==> src/rtl/core/rpg_pkg.sv <==
// Shared constants for the random permutation generator.
`default_nettype none

package rpg_pkg;

    localparam int WORD_W        = 31;
    localparam int DIV_CNT_W     = $clog2(WORD_W);
    localparam int PERM_W        = 7;
    localparam int OUT_W         = 6;
    localparam int ADDR_W        = 3;
    localparam int DATA_W        = 32;
    localparam int DEF_MAX_SIZE  = 64;

    localparam logic [PERM_W-1:0] PERM_SIZE_RESET = PERM_W'(64);

    // register index is paddr[ADDR_W-1]; byte lanes below it are ignored
    localparam logic REG_PERM_SIZE = 1'b0;

endpackage

`default_nettype wire

==> src/rtl/core/random_permutation_generator_top.sv <==
// Top level of the random permutation generator (original Fisher-Yates shuffle).
`default_nettype none

// One input transaction carries a 31-bit random word and yields one result transaction:
// the chosen free slot, the value placed there and a flag on the last placement of a
// permutation. An item first passes the bit-serial modulo unit (31 bit steps, then the
// remainder is taken). It then scans the taken map, one slot per cycle, until it reaches
// the chosen free slot, and the result is handed to the output register, which waits
// while the output is stalled. No new word is accepted until the block is back in idle.
// The taken map is a one-bit memory of MAX_SIZE entries; after reset, after the last
// placement of a permutation and after any write of perm_size it is cleared in a pass
// over all MAX_SIZE entries during which no input is taken. perm_size of 0 acts as 1 and
// values above MAX_SIZE act as MAX_SIZE.
module random_permutation_generator_top
    import rpg_pkg::*;
#(
    parameter int MAX_SIZE = DEF_MAX_SIZE
) (
    input  wire                 i_clk,
    input  wire                 i_rst_n,
    input  wire                 i_in_valid,
    output logic                o_in_stall,
    input  wire  [WORD_W-1:0]   i_random_word,
    output logic                o_out_valid,
    input  wire                 i_out_stall,
    output logic [OUT_W-1:0]    o_slot_index,
    output logic [OUT_W-1:0]    o_placed_value,
    output logic                o_last_of_run,
    input  wire                 psel,
    input  wire                 penable,
    input  wire                 pwrite,
    input  wire  [ADDR_W-1:0]   paddr,
    input  wire  [DATA_W-1:0]   pwdata,
    output logic [DATA_W-1:0]   prdata,
    output logic                pready
);

    localparam int CW = $clog2(MAX_SIZE + 1);
    localparam int SW = $clog2(MAX_SIZE);
    localparam int EW = (CW > PERM_W) ? CW : PERM_W;

    typedef enum logic [4:0] {
        ST_IDLE  = 5'b00001,
        ST_DIV   = 5'b00010,
        ST_SCAN  = 5'b00100,
        ST_PUSH  = 5'b01000,
        ST_CLEAR = 5'b10000
    } t_state;

    t_state            r_state;
    t_state            n_state;
    logic [PERM_W-1:0] r_perm_size;
    logic [CW-1:0]     r_count;
    logic [CW-1:0]     r_rem;
    logic [SW-1:0]     r_addr;
    logic [SW-1:0]     r_addr_d;
    logic              r_rd_vld;
    logic              r_rd_data;
    logic [SW-1:0]     r_clr_addr;
    logic [SW-1:0]     r_res_slot;
    logic [CW-1:0]     r_res_val;
    logic              r_res_last;
    logic              r_out_valid;
    logic [OUT_W-1:0]  r_out_slot;
    logic [OUT_W-1:0]  r_out_val;
    logic              r_out_last;
    logic              r_taken_mem [MAX_SIZE];

    logic [EW-1:0]     size_ext;
    logic [CW-1:0]     size_eff;
    logic              cfg_wr;
    logic              in_acc;
    logic              mod_done;
    logic [CW-1:0]     mod_rem;
    logic              found;
    logic              res_last;
    logic              out_load;
    logic              mem_we;
    logic [SW-1:0]     mem_waddr;
    logic              mem_wdata;
    logic              clr_end;

    always_comb begin
        size_ext = EW'(r_perm_size);
        if (size_ext == '0) begin
            size_ext = EW'(1);
        end else if (size_ext > EW'(MAX_SIZE)) begin
            size_ext = EW'(MAX_SIZE);
        end
        size_eff = size_ext[CW-1:0];
    end

    assign cfg_wr   = psel && penable && pwrite && (paddr[ADDR_W-1] == REG_PERM_SIZE);
    assign in_acc   = i_in_valid && (r_state == ST_IDLE);
    assign found    = (r_state == ST_SCAN) && r_rd_vld && !r_rd_data && (r_rem == '0);
    assign res_last = ((r_count + CW'(1)) == size_eff);
    assign out_load = (r_state == ST_PUSH) && (!r_out_valid || !i_out_stall);
    assign clr_end  = (r_clr_addr == SW'(MAX_SIZE - 1));

    rpg_serial_mod #(
        .MAX_SIZE (MAX_SIZE)
    ) u_mod (
        .i_clk     (i_clk),
        .i_rst_n   (i_rst_n),
        .i_start   (in_acc),
        .i_word    (i_random_word),
        .i_divisor (size_eff - r_count),
        .o_done    (mod_done),
        .o_rem     (mod_rem)
    );

    always_comb begin
        n_state = r_state;
        case (r_state)
            ST_IDLE: begin
                if (in_acc) n_state = ST_DIV;
            end
            ST_DIV: begin
                if (mod_done) n_state = ST_SCAN;
            end
            ST_SCAN: begin
                if (found) n_state = ST_PUSH;
            end
            ST_PUSH: begin
                if (out_load) n_state = r_res_last ? ST_CLEAR : ST_IDLE;
            end
            ST_CLEAR: begin
                if (clr_end) n_state = ST_IDLE;
            end
            default: begin
                n_state = ST_CLEAR;
            end
        endcase
        if (cfg_wr) n_state = ST_CLEAR;
    end

    always_ff @(posedge i_clk) begin
        if (!i_rst_n) begin
            r_state     <= ST_CLEAR;
            r_perm_size <= PERM_SIZE_RESET;
            r_count     <= '0;
            r_clr_addr  <= '0;
            r_rd_vld    <= 1'b0;
            r_out_valid <= 1'b0;
        end else begin
            r_state <= n_state;
            if (out_load) begin
                r_out_valid <= 1'b1;
            end else if (!i_out_stall) begin
                r_out_valid <= 1'b0;
            end
            if (r_state == ST_SCAN) begin
                r_rd_vld <= 1'b1;
            end else begin
                r_rd_vld <= 1'b0;
            end
            if (found) begin
                r_count <= res_last ? '0 : r_count + CW'(1);
            end
            if (r_state == ST_CLEAR) begin
                r_clr_addr <= clr_end ? '0 : r_clr_addr + SW'(1);
            end
            if (cfg_wr) begin
                r_perm_size <= pwdata[PERM_W-1:0];
                r_count     <= '0;
                r_clr_addr  <= '0;
            end
        end
    end

    always_ff @(posedge i_clk) begin
        if (r_state == ST_DIV) begin
            r_rem  <= mod_rem;
            r_addr <= '0;
        end else if (r_state == ST_SCAN) begin
            r_addr   <= r_addr + SW'(1);
            r_addr_d <= r_addr;
            if (r_rd_vld && !r_rd_data && (r_rem != '0)) begin
                r_rem <= r_rem - CW'(1);
            end
        end
        if (found) begin
            r_res_slot <= r_addr_d;
            r_res_val  <= r_count;
            r_res_last <= res_last;
        end
        if (out_load) begin
            r_out_slot <= OUT_W'(r_res_slot);
            r_out_val  <= OUT_W'(r_res_val);
            r_out_last <= r_res_last;
        end
    end

    assign mem_we    = found || (r_state == ST_CLEAR);
    assign mem_waddr = found ? r_addr_d : r_clr_addr;
    assign mem_wdata = found;

    always_ff @(posedge i_clk) begin
        if (mem_we) begin
            r_taken_mem[mem_waddr] <= mem_wdata;
        end
        r_rd_data <= r_taken_mem[r_addr];
    end

    assign o_in_stall     = (r_state != ST_IDLE);
    assign o_out_valid    = r_out_valid;
    assign o_slot_index   = r_out_slot;
    assign o_placed_value = r_out_val;
    assign o_last_of_run  = r_out_last;
    assign pready         = 1'b1;
    assign prdata         = (paddr[ADDR_W-1] == REG_PERM_SIZE) ? DATA_W'(r_perm_size) : '0;

endmodule

`default_nettype wire

==> src/rtl/core/rpg_serial_mod.sv <==
// Bit-serial restoring modulo of the random word by the free slot count.
`default_nettype none

module rpg_serial_mod
    import rpg_pkg::*;
#(
    parameter int MAX_SIZE = DEF_MAX_SIZE
) (
    input  wire                                 i_clk,
    input  wire                                 i_rst_n,
    input  wire                                 i_start,
    input  wire [WORD_W-1:0]                    i_word,
    input  wire [$clog2(MAX_SIZE+1)-1:0]        i_divisor,
    output logic                                o_done,
    output logic [$clog2(MAX_SIZE+1)-1:0]       o_rem
);

    localparam int CW = $clog2(MAX_SIZE + 1);

    logic [WORD_W-1:0]    r_word;
    logic [CW-1:0]        r_div;
    logic [CW-1:0]        r_rem;
    logic [DIV_CNT_W-1:0] r_cnt;
    logic                 r_busy;
    logic                 r_done;
    logic [CW:0]          shifted;
    logic [CW:0]          diff;
    logic [CW-1:0]        n_rem;

    always_comb begin
        shifted = {r_rem, r_word[WORD_W-1]};
        diff    = shifted - {1'b0, r_div};
        if (shifted >= {1'b0, r_div}) begin
            n_rem = diff[CW-1:0];
        end else begin
            n_rem = shifted[CW-1:0];
        end
    end

    always_ff @(posedge i_clk) begin
        if (!i_rst_n) begin
            r_busy <= 1'b0;
            r_done <= 1'b0;
            r_cnt  <= '0;
        end else begin
            r_done <= 1'b0;
            if (i_start) begin
                r_busy <= 1'b1;
                r_cnt  <= '0;
            end else if (r_busy) begin
                r_cnt <= r_cnt + DIV_CNT_W'(1);
                if (r_cnt == DIV_CNT_W'(WORD_W - 1)) begin
                    r_busy <= 1'b0;
                    r_done <= 1'b1;
                end
            end
        end
    end

    always_ff @(posedge i_clk) begin
        if (i_start) begin
            r_word <= i_word;
            r_div  <= i_divisor;
            r_rem  <= '0;
        end else if (r_busy) begin
            r_word <= {r_word[WORD_W-2:0], 1'b0};
            r_rem  <= n_rem;
        end
    end

    assign o_done = r_done;
    assign o_rem  = r_rem;

endmodule

`default_nettype wire

==> config.mk <==
export PLATFORM = sky130hd
export DESIGN_NAME = random_permutation_generator_top
export DESIGN_NICKNAME = d
export VERILOG_FILES = /design/src/rtl/core/rpg_pkg.sv /design/src/rtl/core/random_permutation_generator_top.sv /design/src/rtl/core/rpg_serial_mod.sv
export SDC_FILE = /design/constraint.sdc
export NUM_CORES = 1
export LEC_CHECK = 0
export ABC_AREA = 1
export BUFFER_PORTS_ARGS = -buffer_cell sky130_fd_sc_hd__buf_2
export CAP_MARGIN = 20
export CORE_AREA = 5 5 187 189
export CTS_CLUSTER_DIAMETER = 80
export CTS_CLUSTER_SIZE = 12
export DETAILED_ROUTE_END_ITERATION = 12
export DIE_AREA = 0 0 192 194
export PLACE_DENSITY_LB_ADDON = 0.2
export SYNTH_ARGS = -nofsm -noshare
export SYNTH_HDL_FRONTEND = slang
export SYNTH_SLANG_ARGS = --single-unit
==> constraint.sdc <==
create_clock -name i_clk -period 5.2 [get_ports i_clk]
set_input_delay 0.78 -clock i_clk [delete_from_list [all_inputs] [get_ports i_clk]]
set_output_delay 0.78 -clock i_clk [all_outputs]
set_load 0.005 [all_outputs]
# [Word-level counts from Yosys, hierarchy flattened]
# Memories as Yosys holds them, arrays and structs flattened. A register that Yosys moved wholly into a read port is not among the register bits.
# Index checks and enable logic that the tools add are counted.
[totals] register_bits=124 memories=1 rom_bits=0 word_cells=105 inputBits=73 latchBits=0 mem_bits_rw=64
[memory_table] memory="r_taken_mem" depth=64 word_bits=1 rd=1 rd_ports_with_merged_regs=1 wr=1 line="random_permutation_generator_top.sv:67" text="logic r_taken_mem [MAX_SIZE];"
[op_classes] mux=28 n_reduce_logical=27 eq_ne=15 n_mul=0 n_lt_le_gt_ge=2 add_sub_neg=7 div=0 bitwise=4 n_shift=0
[ops] operator="31-bit 2-to-1 mux" n=2
[ops] operator="7-bit 2-to-1 mux" n=8
[ops] operator="5-bit 2-to-1 mux" n=6
[ops] operator="5-bit one-hot mux with 5 select lines" n=1
[ops] operator="7-bit zero test" n=2
[ops] operator="7-bit subtractor" n=2
[ops] operator="6-bit by 1-bit adder with 6-bit output (second input constant)" n=2
[ops] operator="6-bit 2-to-1 mux" n=2
[ops] operator="5-bit equality test (second input constant)" n=2
[ops] operator="1-bit logical AND" n=10
[ops] operator="1-bit 2-to-1 mux" n=9
[ops] operator="8-bit by 7-bit greater-or-equal comparator with 1-bit output" n=1
[ops] operator="2-bit != test (second input constant)" n=4
[ops] operator="7-bit by 1-bit adder with 7-bit output (second input constant)" n=1
[ops] operator="7-bit equality test" n=1
[ops] operator="7-bit > comparator (second input constant)" n=1
[ops] operator="7-bit nonzero test" n=1
[ops] operator="7-bit by 1-bit subtractor with 7-bit output (second input constant)" n=1
[ops] operator="6-bit equality test (second input constant)" n=1
[ops] operator="2-bit nonzero test" n=3
[ops] operator="5-bit by 1-bit adder with 5-bit output (second input constant)" n=1
[ops] operator="5-bit by 1-bit equality test with 1-bit output (second input constant)" n=1
[ops] operator="5-bit by 2-bit equality test with 1-bit output (second input constant)" n=1
[ops] operator="5-bit by 3-bit equality test with 1-bit output (second input constant)" n=1
[ops] operator="other kinds (10)" n=19

# [Longest topological paths before layout]
[depth] word_depth=7 mapped_depth=14 ltp_nobuf=13

# [Hierarchy]
# A second synthesis with hierarchy kept.
[hier_totals] hier_cells=1006 hier_area_um2=9233.9
[by_module_without_submodules] mod="random_permutation_generator_top" cells_per_inst=721 n_inst=1 area_per_inst_um2=6687.7 seq_area_each_um2=3773.6
[by_module_without_submodules] mod="rpg_serial_mod" cells_per_inst=285 n_inst=1 area_per_inst_um2=2546.2 seq_area_each_um2=1421.4

# [Worst setup path before layout]
# No wires, ideal clock.
[synth_timing] kind="register to register" startpoint="reg r_rem[0]" endpoint="mem r_taken_mem[63], enable pin" setup_time_ps=302 stages_incl_launch_ff=12 path_slack_ps=2821 arrival_ps=2078 synth_period_minus_slack_ps=2379 path_cell_list="edfxtp_1 > inv_1 > ha_1 > nand4_1 > nor2_1 > nand3_2 > buf_6 > inv_4 > nand2_1 > a21oi_4 > nand2_2 > nor2_1"
[synth_between] elab_chain_len=5
[synth_lines] element="start: declaration" line="random_permutation_generator_top.sv:54" text="logic [CW-1:0] r_rem;"
[synth_lines] element="start signal: assignment" line="random_permutation_generator_top.sv:173" text="r_rem <= mod_rem;"
[synth_lines] element="start signal: assignment" line="random_permutation_generator_top.sv:179" text="r_rem <= r_rem - CW'(1);"
[synth_lines] element="7-bit zero test *" line="random_permutation_generator_top.sv:95" text="assign found = (r_state == ST_SCAN) && r_rd_vld && !r_rd_data && (r_rem == '0);"
[synth_lines] element="1-bit logical AND *" line="random_permutation_generator_top.sv:95"
[synth_lines] element="via found" line="random_permutation_generator_top.sv:75" text="logic found;"
[synth_lines] element="1-bit logical OR" line="random_permutation_generator_top.sv:194" text="assign mem_we = found || (r_state == ST_CLEAR);"
[synth_lines] element="1-bit 2-to-1 mux" line="random_permutation_generator_top.sv:199" text="if (mem_we) begin"
[synth_lines] element="1-bit 2-to-1 mux (implied by the code)" line="random_permutation_generator_top.sv:200" text="r_taken_mem[mem_waddr] <= mem_wdata;"
[synth_lines] element="end: declaration" line="random_permutation_generator_top.sv:67"
# The timed path passes the listed nets; every way through them passes the cells marked *.

# [Worst setup path in the final report]
[layout_timing] startpoint="reg r_rem[0]" endpoint="mem r_taken_mem[24], enable pin"
# Same word-level chain as after synthesis.

==> flow_summary.yaml <==
run_status:
  status: "finished clean"
hold_path:
  min_path_cells: 0
  hp-class: "reg2reg"
  worstHoldStart: "r_res_slot[4]$_DFFE_PN_"
  worstHoldEndpoint: "o_slot_index[4]$_DFFE_PP_"
worst_setup_path:
  cpPeakStageDelay_ns: 0.55
  critPathLaunchType: "flip-flop"
  cp_top_family: "buffers and inverters"
  r2r_slack_ns: 2.22
  slowest_stage: "buf_4"
  arrival_ns: 3.18
  timing.rr.end: "r_taken_mem[24]$_DFFE_PP_"
  regToRegStartpoint: "r_rem[0]$_DFFE_PP_"
  worst_setup_path_end_kind: "flip-flop"
  rr_worst_depth: 13
  crit_chain: "inv_1, ha_1, nand4_1, nor2_1, nand3_2, buf_4, inv_4, buf_4, nand2_1, nand2_2, nor2_2, nand2_2, nor2_1"
  crit_type: "reg2reg"
  required_ns: 5.39
  cp_max_fo: 70
  cp.buffers_inverters: 4
grt:
  grt_max_degree: 71
  grt.overflow.total: 0
  grt_use_total_pct: 11.7
  antenna_found_initial: 0
  grt_pass1_wl_um: 34500
  grt_pass1_vias: 6628
sta:
  relSlewSlack_pct: 29.8
  finalCritPeriodShare_pct: 57.3
  report.final.slew_viol_count: 0
  finClkSkew_ns: 0.0164
  finalSetupTns_ns: 0
  timing.hold.ws_ns: 0.412
  achievable-frequency_mhz: 335
  rsz0062_at_grt: "false"
  worst_slew_pin_slew_ns: 1.04
  hold_violations: 0
  setup_viol: 0
  period_needed_ns: 2.98
route:
  routed-wl-met3_um: 748
  wl_met2_um: 10400
  dr_total_vias: 6649
  drc: 0
  totalWireLength_um: 21400
  vias_per_cell: 4.36
  drt_iter0_drc: 394
  antenna_left: 0
  maxUsedRoutingLayer: "met4"
  wl_per_cell_um: 14.0
  drt-met1-wl_um: 9900
  first_pass_iters: 5
floorplan:
  die_w_um: 192
  rows: 67
  fp.coreArea_mm2: 0.0331
  io_pins: 121
  die_y_um: 194
  dieArea_mm2: 0.0372
  initial_core_util_pct: 27.4
synthesis:
  synth_area_leaders: "edfxtp_1 (47%), dfxtp_1 (11%), nand2_1 (10%)"
  synth_seq_cells: 189
  synth_top_cell_area_share_pct: 46.6
  syn_area_mm2: 0.00909
  syn_inst: 1001
  synth_area_leader_cell: "edfxtp_1"
  synth.yosys.seq_area_share_pct: 57.2
  avgSynthCellArea_um2: 9.08
  synth_cell_types: 44
  synth_warnings: 0
layout:
  drive_gt1_share_pct: 13.3
  diodes: 0
  syn_to_final_growth_pct: 14.4
  layout.nets: 1156
place:
  io_buffers: 67
  dpl.hpwl_um: 14200
  gp_congestion: 0.777
clock_network:
  cts_resized: 0
  insertion_delay_ns: 0.45
  cts_buffers: 17
  cts_tree: "yes"
  cts_setup_buffers: 0
  cts_sinks: 189
  hold_buffers: 0
  clk_pin_slew_worst_paths_ns: 0.08
  clock-root-buffer: "clkbuf_16"
  cts_max_level: 4
  ctsLongestPathBuffers: 2
flow_run:
  max-cap-violations: 0
pwr:
  ir_worst_vdd_mv: 0.221
  p_per_area_mw_per_mm2: 386
  leakagePower_nw: 4.13
[stage by stage]
stage / setup slack (ns) / util [%] / instances / area (um2) / total power [mW]
2_1_floorplan: 2.82 / - / 1025 / 9180 / 2.46
3_3_place_gp: 2.24 / 29.6 / 1491 / 9800 / 2.75
5_1_grt: 1.95 / 31.4 / 1524 / 10400 / 4.26
3_5_place_dp: 2.22 / 29.7 / 1492 / 9830 / 2.77
4_1_cts: 2.19 / 31.4 / 1524 / 10400 / 4.08
6_report: 2.22 / 31.4 / 1524 / 10400 / 4.02
[cell usage after synthesis (all sizes together)]
master  count
nand2     252
nor2      161
edfxtp    141
inv        98
o21ai      63
dfxtp      48
nand3      42
a21oi      37
buf        33
clkbuf     23
ha         18
nor3       13
o211ai     13
nand4      11
xor2       11
o22ai       7
xnor2       5
a31oi       4
nand3b      3
nor4        3
or2         3
a21o        2
conb        2
fa          2
o21bai      2
a211oi      1
a311oi      1
a31o        1
and3        1
[cell usage in the layout (no fill, tap or decap), drive strengths merged]
cell / netlist / routed
a21oi: 37 / 37
nor4: 3 / 3
nor2: 161 / 161
nand3b: 3 / 3
edfxtp: 141 / 141
o21ai: 63 / 63
a311oi: 1 / 1
a31oi: 4 / 4
o21bai: 2 / 2
ha: 18 / 18
conb: 2 / 26
or2: 3 / 3
nand4: 11 / 11
clkbuf: 23 / 17
a31o: 1 / 1
a211oi: 1 / 1
fa: 2 / 2
xor2: 11 / 11
nand2: 252 / 252
clkinv: 0 / 7
a21o: 2 / 2
nor3: 13 / 13
dfxtp: 48 / 48
and3: 1 / 1
o22ai: 7 / 7
inv: 98 / 106
nand3: 42 / 42
xnor2: 5 / 5
buf: 33 / 75
o211ai: 13 / 13
[cell families (layout without fill, tap and decap cells)]
group / after synthesis / in the layout / share of synthesized area (%)
AOI/OAI and AO/OA: 131 / 131 / 8.19
DFF: 189 / 189 / 57.2
other: 2 / 26 / 0.0826
xor gates and xnor gates: 16 / 16 / 1.54
adders and majority gates: 20 / 20 / 2.92
buffers and inverters: 154 / 205 / 7.72
and+or+nand+nor: 489 / 489 / 22.4
[state kept, by name, summed over array words and instances (netlist names), 7 cells and up]
signal,cells
r_taken_mem,64
u_mod.r_word,31
r_count,7
r_perm_size,7
r_rem,7
u_mod.o_rem,7
u_mod.r_div,7
[worst max path at each step]
stage / cells after the start / slack, ns / from / endpoint
2_1_floorplan: 11 / 2.82 / r_rem[0]$_DFFE_PP_ / r_taken_mem[63]$_DFFE_PP_
3_3_place_gp: 13 / 2.24 / r_rem[0]$_DFFE_PP_ / r_taken_mem[40]$_DFFE_PP_
3_5_place_dp: 13 / 2.22 / r_rem[0]$_DFFE_PP_ / r_taken_mem[24]$_DFFE_PP_
4_1_cts: 13 / 2.19 / r_rem[0]$_DFFE_PP_ / r_taken_mem[24]$_DFFE_PP_
5_1_grt: 13 / 1.95 / r_rem[0]$_DFFE_PP_ / r_taken_mem[28]$_DFFE_PP_
6_report: 13 / 2.22 / r_rem[0]$_DFFE_PP_ / r_taken_mem[24]$_DFFE_PP_
[worst register-to-register path, stage by stage, from the launching register on]
cell	delay, ns
edfxtp_1	0.37
inv_1	0.12
ha_1	0.18
nand4_1	0.09
nor2_1	0.15
nand3_2	0.08
buf_4	0.25
inv_4	0.23
buf_4	0.56
nand2_1	0.21
nand2_2	0.12
nor2_2	0.06
nand2_2	0.22
nor2_1	0.09
[where the power goes]
part	total [mW]	switching, mW	internal [mW]
Clock	1.29	0.649	0.640
Combinational	0.955	0.663	0.292
Sequential	1.77	0.0715	1.70
Total	4.02	1.38	2.63
[layer usage]
metal	global-route usage, %	vias up
met4	3.94	0
met2	19.4	100
li1	-	3382
met1	15.0	3144
met3	2.61	23
met5	0	-
[area by class of cell]
type                            instances  area [um2]
Tap cell                              448         561
Multi-Input combinational cell        682        3280
Sequential cell                       189        5190
Fill cell                            3491       22700
Clock buffer                           17         425
Clock inverter                         15         149
Inverter                               98         373
Timing Repair Buffer                   75         415
(Power assumes the default switching activity.)
